$ cat src/rtl/core/iee_pkg.sv
// Package for the infix expression evaluator: word width, operator codes,
// sequencer states and byte decode helpers. Depends on nothing.
`timescale 1ns / 1ps

package iee_pkg;

    // Arithmetic word width and the width of the divider step counter.
    localparam int WORD_W    = 32;
    localparam int DIV_CNT_W = $clog2(WORD_W);

    // Character constants used by the byte decoder.
    localparam logic [7:0] CH_PLUS   = 8'h2B;
    localparam logic [7:0] CH_MINUS  = 8'h2D;
    localparam logic [7:0] CH_TIMES  = 8'h2A;
    localparam logic [7:0] CH_DIVIDE = 8'h2F;
    localparam logic [7:0] CH_ZERO   = 8'h30;
    localparam logic [7:0] CH_NINE   = 8'h39;
    localparam logic [7:0] CH_SPACE  = 8'h20;
    localparam logic [7:0] CH_TAB    = 8'h09;
    localparam logic [7:0] CH_CR     = 8'h0D;

    // Pending operator codes.
    typedef enum logic [2:0] {
        OP_PLUS    = 3'd0,
        OP_MINUS   = 3'd1,
        OP_TIMES   = 3'd2,
        OP_DIVIDE  = 3'd3,
        OP_UNKNOWN = 3'd4
    } op_code_t;

    // Sequencer states.
    typedef enum logic [2:0] {
        ST_IDLE,
        ST_APPLY,
        ST_DIV,
        ST_FIX,
        ST_FINISH
    } state_t;

    // Map an expression byte to its operator code.
    function automatic op_code_t code_of(input logic [7:0] c);
        op_code_t code;
        unique case (c)
            CH_PLUS:   code = OP_PLUS;
            CH_MINUS:  code = OP_MINUS;
            CH_TIMES:  code = OP_TIMES;
            CH_DIVIDE: code = OP_DIVIDE;
            default:   code = OP_UNKNOWN;
        endcase
        return code;
    endfunction

endpackage

$ cat src/rtl/core/infix_expression_evaluator.sv
// Sequencing: a digit or whitespace byte is taken in ST_IDLE; an operator or final byte
// goes through ST_APPLY, and a division by a nonzero number also through ST_DIV, the
// one-bit-per-cycle restoring divider, and ST_FIX. A final byte then waits in ST_FINISH
// to load the output register. No new byte is taken until the block is back in ST_IDLE.
// Reset (rst_n, asynchronous, active low) clears the sum, term, number, operator
// and error flag, and empties the output register.
`timescale 1ns / 1ps

// Top level: byte-serial infix evaluator with a shared iterative divider.
// Depends on iee_pkg.
module infix_expression_evaluator (
    input  logic        clk,
    input  logic        rst_n,
    input  logic        s_tvalid,
    output logic        s_tready,
    input  logic [7:0]  s_tdata,   // [7:0] char_code
    input  logic        s_tlast,   // last_byte
    output logic        m_tvalid,
    input  logic        m_tready,
    output logic [31:0] m_tdata,   // [31:0] value
    output logic        m_tuser    // [0] divide_by_zero
);
    import iee_pkg::*;

    state_t                 state_reg, state_next;
    logic [WORD_W-1:0]      sum_reg, sum_next;
    logic [WORD_W-1:0]      term_reg, term_next;
    logic [WORD_W-1:0]      cur_reg, cur_next;
    op_code_t               op_reg, op_next;
    op_code_t               code_reg, code_next;
    logic                   dz_reg, dz_next;
    logic                   last_reg, last_next;
    logic [WORD_W-1:0]      rem_reg, rem_next;
    logic [WORD_W-1:0]      quo_reg, quo_next;
    logic [WORD_W-1:0]      dvs_reg, dvs_next;
    logic                   neg_reg, neg_next;
    logic [DIV_CNT_W-1:0]   cnt_reg, cnt_next;
    logic                   out_valid_reg, out_valid_next;
    logic [31:0]            out_value_reg, out_value_next;
    logic                   out_dz_reg, out_dz_next;

    logic                   in_xfer;
    logic                   is_digit;
    logic                   is_space;
    logic [WORD_W-1:0]      digit_val;
    logic [WORD_W:0]        div_shift;
    logic [WORD_W:0]        div_diff;
    logic [WORD_W-1:0]      result_word;

    // Byte classification.
    assign is_digit  = (s_tdata >= CH_ZERO) && (s_tdata <= CH_NINE);
    assign is_space  = (s_tdata == CH_SPACE) || ((s_tdata >= CH_TAB) && (s_tdata <= CH_CR));
    assign digit_val = WORD_W'(s_tdata - CH_ZERO);

    assign s_tready = (state_reg == ST_IDLE);
    assign in_xfer  = s_tvalid && s_tready;

    // One restoring divider step: shift in the next dividend bit and trial subtract.
    assign div_shift = {rem_reg, quo_reg[WORD_W-1]};
    assign div_diff  = div_shift - {1'b0, dvs_reg};

    assign result_word = sum_reg + term_reg;

    assign m_tvalid = out_valid_reg;
    assign m_tdata  = out_value_reg;
    assign m_tuser  = out_dz_reg;

    // State and datapath registers.
    always_ff @(posedge clk or negedge rst_n)
    begin
        if (!rst_n)
        begin
            state_reg     <= ST_IDLE;
            sum_reg       <= '0;
            term_reg      <= '0;
            cur_reg       <= '0;
            op_reg        <= OP_PLUS;
            code_reg      <= OP_PLUS;
            dz_reg        <= 1'b0;
            last_reg      <= 1'b0;
            cnt_reg       <= '0;
            out_valid_reg <= 1'b0;
        end
        else
        begin
            state_reg     <= state_next;
            sum_reg       <= sum_next;
            term_reg      <= term_next;
            cur_reg       <= cur_next;
            op_reg        <= op_next;
            code_reg      <= code_next;
            dz_reg        <= dz_next;
            last_reg      <= last_next;
            cnt_reg       <= cnt_next;
            out_valid_reg <= out_valid_next;
        end
    end

    // Divider and output payload registers need no reset.
    always_ff @(posedge clk)
    begin
        rem_reg       <= rem_next;
        quo_reg       <= quo_next;
        dvs_reg       <= dvs_next;
        neg_reg       <= neg_next;
        out_value_reg <= out_value_next;
        out_dz_reg    <= out_dz_next;
    end

    // Sequencer: next state and datapath updates.
    always_comb
    begin
        state_next     = state_reg;
        sum_next       = sum_reg;
        term_next      = term_reg;
        cur_next       = cur_reg;
        op_next        = op_reg;
        code_next      = code_reg;
        dz_next        = dz_reg;
        last_next      = last_reg;
        rem_next       = rem_reg;
        quo_next       = quo_reg;
        dvs_next       = dvs_reg;
        neg_next       = neg_reg;
        cnt_next       = cnt_reg;
        out_valid_next = out_valid_reg && !m_tready;
        out_value_next = out_value_reg;
        out_dz_next    = out_dz_reg;

        unique case (state_reg)
            ST_IDLE:
            begin
                if (in_xfer)
                begin
                    // Digits accumulate as number * 10 + digit, built from two shifts.
                    if (is_digit)
                    begin
                        cur_next = (cur_reg << 3) + (cur_reg << 1) + digit_val;
                    end
                    if ((!is_digit && !is_space) || s_tlast)
                    begin
                        code_next  = code_of(s_tdata);
                        last_next  = s_tlast;
                        state_next = ST_APPLY;
                    end
                end
            end

            ST_APPLY:
            begin
                // Apply the pending operator to the finished number.
                state_next = last_reg ? ST_FINISH : ST_IDLE;
                unique case (op_reg)
                    OP_PLUS:
                    begin
                        sum_next  = sum_reg + term_reg;
                        term_next = cur_reg;
                    end
                    OP_MINUS:
                    begin
                        sum_next  = sum_reg + term_reg;
                        term_next = -cur_reg;
                    end
                    OP_TIMES:
                    begin
                        term_next = term_reg * cur_reg;
                    end
                    OP_DIVIDE:
                    begin
                        if (cur_reg == '0)
                        begin
                            term_next = '0;
                            dz_next   = 1'b1;
                        end
                        else
                        begin
                            // Divide magnitudes, fix the sign afterwards.
                            quo_next   = term_reg[WORD_W-1] ? -term_reg : term_reg;
                            dvs_next   = cur_reg[WORD_W-1] ? -cur_reg : cur_reg;
                            rem_next   = '0;
                            neg_next   = term_reg[WORD_W-1] ^ cur_reg[WORD_W-1];
                            cnt_next   = DIV_CNT_W'(WORD_W - 1);
                            state_next = ST_DIV;
                        end
                    end
                    default:
                    begin
                        // An unknown operator drops the number.
                    end
                endcase
                op_next  = code_reg;
                cur_next = '0;
            end

            ST_DIV:
            begin
                if (!div_diff[WORD_W])
                begin
                    rem_next = div_diff[WORD_W-1:0];
                    quo_next = {quo_reg[WORD_W-2:0], 1'b1};
                end
                else
                begin
                    rem_next = div_shift[WORD_W-1:0];
                    quo_next = {quo_reg[WORD_W-2:0], 1'b0};
                end
                cnt_next = cnt_reg - DIV_CNT_W'(1);
                if (cnt_reg == '0)
                begin
                    state_next = ST_FIX;
                end
            end

            ST_FIX:
            begin
                // Truncating division: the quotient takes the sign difference.
                term_next  = neg_reg ? -quo_reg : quo_reg;
                state_next = last_reg ? ST_FINISH : ST_IDLE;
            end

            ST_FINISH:
            begin
                // Load the result once the output register is free, then start afresh.
                if (!out_valid_reg || m_tready)
                begin
                    out_valid_next = 1'b1;
                    out_value_next = 32'(signed'(result_word));
                    out_dz_next    = dz_reg;
                    sum_next       = '0;
                    term_next      = '0;
                    cur_next       = '0;
                    op_next        = OP_PLUS;
                    dz_next        = 1'b0;
                    last_next      = 1'b0;
                    state_next     = ST_IDLE;
                end
            end

            default:
            begin
                state_next = ST_IDLE;
            end
        endcase
    end

endmodule

$ cat config.mk
export PLATFORM = sky130hd
export DESIGN_NAME = infix_expression_evaluator
export DESIGN_NICKNAME = d
export VERILOG_FILES = /design/src/rtl/core/iee_pkg.sv /design/src/rtl/core/infix_expression_evaluator.sv
export SDC_FILE = /design/constraint.sdc
export NUM_CORES = 2
export LEC_CHECK = 0
export BUFFER_PORTS_ARGS = -buffer_cell sky130_fd_sc_hd__buf_2
export CORE_UTILIZATION = 35
export CTS_BUF_LIST = sky130_fd_sc_hd__clkbuf_4 sky130_fd_sc_hd__clkbuf_8 sky130_fd_sc_hd__clkbuf_16
export DETAILED_ROUTE_END_ITERATION = 10
export PLACE_DENSITY_LB_ADDON = 0.15
export SYNTH_ARGS = -nofsm -noshare
export SYNTH_HDL_FRONTEND = slang
export SYNTH_SLANG_ARGS = --single-unit
$ cat constraint.sdc
create_clock -name clk -period 10 [get_ports clk]
set_input_delay 0 -clock clk [delete_from_list [all_inputs] [get_ports clk]]
set_output_delay 0 -clock clk [all_outputs]
set_load 0.02 [all_outputs]
**After elaboration in Yosys (flattened, before gate mapping)**

Cells that the tools add are included.

- Logic and storage cells: 131
- Output and inout bits: 35
- Register bits: 243
- Bits of input ports: 13

- Bitwise logic cells: 2
- Reductions and logical operators: 33
- Equality and inequality tests: 23
- $add $sub $neg: 9
- Multiplexer cells: 42
- Multiply operators: 1
- Magnitude comparators: 4

Operators with widths:

| cell | count |
|---|---|
| $mux 32 | 12 |
| $pmux 32 s2 | 3 |
| $pmux 32 s3 | 2 |
| $pmux 32 s4 | 1 |
| $add 32x32->32 | 3 |
| $neg 32->32 | 3 |
| $eq 8x6->1 const B | 5 |
| $sub 33x32->33 | 1 |
| $logic_not 32->1 | 1 |
| $mul 32x32->32 | 1 |
| $mux 31 | 1 |
| $mux 3 | 7 |
| $reduce_and 4->1 | 5 |
| $pmux 3 s5 | 1 |
| $eq 3x2->1 const B | 4 |
| $ne 2x2->1 const B | 6 |
| $pmux 3 s4 | 1 |
| $reduce_and 3->1 | 4 |
| $mux 5 | 2 |
| $pmux 5 s2 | 1 |
| $sub 8x6->9 const B | 1 |
| $ge 8x4->1 const B | 1 |
| $ge 8x6->1 const B | 1 |
| $le 8x4->1 const B | 1 |
| other kinds (21) | 46 |

**Logic depth before layout (Yosys ltp)**

- Word-level depth: 9
- Mapped depth: 27
- Depth with buffers taken out: 25

**Least setup slack after synthesis**

OpenSTA, ideal clock, no wires.

- Path type: register to register
- Start point: register cur_reg[9]
- End point: register term_reg[27]
- Slack: 2.785 ns
- Path buffers: 2
- Period minus slack after synthesis: 7.215 ns
- Stages on the path, launching flop included: 27
- Arrival time: 7.082 ns
- Cell sequence: dfrtp_1 > clkbuf_1 > clkbuf_1 > nand2_1 > fa_1 > inv_1 > fa_1 > fa_1 > inv_1 > fa_1 > inv_1 > fa_1 > inv_1 > fa_1 > inv_1 > fa_1 > fa_1 > ha_1 > a21o_1 > a21oi_1 > o211ai_1 > a22oi_1 > a21oi_1 > a311oi_1 > xnor2_1 > a2111oi_0 > nor2_1

- Cells in the longest elaborated chain, start to end: 3
- Elaborated cells between the ends (all ways): 7

Ends and longest elaborated chain:

| what | RTL line | text |
|---|---|---|
| start, declared | infix_expression_evaluator.sv:28 | `logic [WORD_W-1:0] cur_reg, cur_next;` |
| start signal, assigned | infix_expression_evaluator.sv:89 | `cur_reg <= cur_next;` |
| $mul 32x32->32 (tied with other cells) | infix_expression_evaluator.sv:166 | `term_next = term_reg * cur_reg;` |
| $pmux 32 s4 / $ne 3x3->1 (equally long branches) | - |  |
| $pmux 32 s3 / $reduce_and 4->1 (equally long branches) | - |  |
| end signal, assigned | infix_expression_evaluator.sv:88 | `term_reg <= term_next;` |
| end, declared | infix_expression_evaluator.sv:27 | `logic [WORD_W-1:0] term_reg, term_next;` |

Parallel ways exist; a longest one is shown, timed or not.
A chain may end at the register's enable or synchronous reset.

**Final worst setup path**

- Start point: register cur_reg[2]
- End point: register term_reg[27]

The elaborated chain is that of the path after synthesis.

==> results.txt <==
status - finished clean
CP max-delay cell - dfrtp_1
DRC errors left - 0
f_max - 123 MHz
Critical path origin - cur_reg[2]$_DFFE_PN0P_
vias in the first global route - 26400
critical path arrival - 8600 ps
worst rel slew slack - 0.178
Final ANT Viol Nets - 0
sequential cell area fraction in the yosys report - 0.202
Reg2Reg Setup Slack - 1870 ps
Post-Layout Cell Count - 4883
fraction of registers with async set/reset - 0.465
RR Startpoint - cur_reg[2]$_DFFE_PN0P_
area grow syn2layout - 8.44%
full die area - 96400 sq um
largest area contributor in the netlist - fa_1
CP Class - reg -> reg
critical path endpoint - term_reg[27]$_DFFE_PN0P_
Reg2Reg Depth - 23
top cells by area, synth - fa_1, edfxtp_1, dfrtp_1, ha_1, and2_1
CP required - 10480 ps
clk_lat worst skew - 610 ps
initial antenna violation count - 13
worst hold stages - 5
synthesized area - 33300 sq um
ys flop type - edfxtp_1
global placement routability congestion - 0.876
1st-iter DRT viols - 2171
Max Cap Viol - 0
Setup TNS - 0 ps
Num CTS Buffers - 30
Placement Cell Area - 34900 sq um
CP startpoint kind - flip-flop
Resized Gates After CTS - 0
CTS clk-pin slew, worst paths - 70 ps
RSZ-0062 raised after global routing - false
Clock Tree Buf Depth - 3
max-slew violations - 0
Initial Util - 0.355
top-count cell post-synth - inv_1
largest net degree at the start of global routing - 66
die width - 310 um
Nets - 4279
Post-Syn Nets - 4313
most used cell, CP - fa_1
Fin Clk Skew - 32.4 ps
most common library cells after synthesis - inv_1, fa_1, nand2_1, and2_1, ha_1
Synth top area share - 0.264
First-pass DRT Iterations - 6
vias post-DR - 26000
number of core rows - 112
Hold Vio Cnt, Final - 0
Total GRT Usage - 0.232
Mapped Cells - 3636
Worst Setup End Kind - flip-flop
yosys warns - 0
Worst Setup Slack post-DPL - 1890 ps
Core ar. - 93700 sq um
CTS tree - yes
Congestion Overflow GR - 0
final setup fails - 0
CTS Root Cell - clkbuf_16
hpwl dp - 81.8 mm
worst slew pin tran - 1230 ps
first-pass GRT wire length - 167 mm
mean area per synthesized cell - 9.16 sq um
I/O Buffers - 47
die height - 310 um
Yosys reg bits - 243
# placed instances - 4812
clock sinks - 243
DR WL/cell - 22.3 um
share of cells above drive strength 1 - 0.0615
final setup margin - 1870 ps
drt via density - 5.33
cell area after layout - 36100 sq um
H-tree Lvls - 1
worst-path cell chain - and2_1 -> fa_1 -> inv_1 -> fa_1 -> fa_1 -> fa_1 -> inv_1 -> fa_1 -> inv_1 -> fa_1 -> inv_1 -> fa_1 -> fa_1 -> ha_1 -> a21o_1 -> a21oi_1 -> o211ai_1 -> a22oi_1 -> a21oi_1 -> a311oi_1 -> xnor2_1 -> a2111oi_0 -> nor2_1
DRT Wirelength - 109 mm
number of synthesized flops with an enable pin - 130
hold crit path type - in -> reg
Crit path largest cell delay - 1160 ps
FF-to-FF End - term_reg[27]$_DFFE_PN0P_
Yosys cell types - 82
I/O Pins - 48
Max FO, Critical Path - 35
fin crit share - 0.813
crit path time final - 8130 ps
-- cell type report --
type	instances	area, sq um
inverters	458	1720
clock buffers	43	902
multi-input cells	2733	24100
flip-flops and latches	243	6730
fillers	9520	57600
diodes	3	7.51
repair buffers	136	946
clock inverters	13	128
well taps	1254	1570
-- through the flow --
stage | hold slack [ps] | utilization
global placement | -53.5 | 0.373
floorplan | -296 | -
global route | 112 | 0.385
detailed placement | -51.1 | 0.373
CTS | 59.5 | 0.385
finish | 82.9 | 0.385
-- worst min path at each step --
stage / start / end / slack [ps]
2_1_floorplan: rst_n / cnt_reg[0]$_DFFE_PN0P_ / -300
3_3_place_gp: rst_n / sum_reg[27]$_DFFE_PN0P_ / -50
3_5_place_dp: rst_n / sum_reg[28]$_DFFE_PN0P_ / -50
4_1_cts: s_tdata[7] / code_reg[2]$_DFFE_PN0P_ / 60
5_1_grt: s_tdata[7] / code_reg[2]$_DFFE_PN0P_ / 110
6_report: s_tdata[7] / code_reg[2]$_DFFE_PN0P_ / 80
-- critical path, delay by kind of cell, from the launching register on --
family	cells	cell delay, ps
AO/OA/AOI/OAI	7	1940
XOR/XNOR	1	120
adder cells (fa/ha/maj)	9	4140
buffers and inverters	4	230
flip-flops	1	1160
AND/OR/NAND/NOR	2	370
-- logic make-up after synthesis --
logic type	after synthesis	share of synthesized area
multiplexers	26	0.00796
adder cells (fa/ha/maj)	664	0.348
flip-flops	243	0.202
XOR/XNOR	251	0.0660
AND/OR/NAND/NOR	1147	0.172
buffers and inverters	660	0.0748
AO/OA/AOI/OAI	645	0.129
-- layer usage --
layer	vias up	wire (um)	GRT usage
li1	11900	-	-
met1	13100	48700	0.326
met2	807	50300	0.375
met3	161	6860	0.0323
met4	0	3220	0.0619
met5	-	0	0
-- what timing repair did --
item	4_1_cts	5_1_grt
hold buffers	12	0
endpoints found under the hold margin	75	0
setup buffers	0	0
-- cell usage in the layout (no fill, tap or decap), drive strengths merged, types with 13 or more instances in the layout --
master,n
buf,125
o21a,33
a22o,36
nand4,14
inv,456
fa,439
nand3,29
or3,30
mux2i,22
and2,310
o41ai,15
or2,18
o22ai,17
nor2,161
nor2b,29
dfrtp,113
a21o,61
or4,16
nand2b,21
a221oi,14
o21bai,13
ha,225
a21oi,117
o31ai,32
xor2,104
a211oi,20
a31oi,21
and3,17
o21ai,174
nand2,422
edfxtp,130
clkbuf,43
nor3,43
xnor2,147
Power is not shown: default switching activity piles up to over one toggle a cycle in this logic, so the estimate is an artifact.
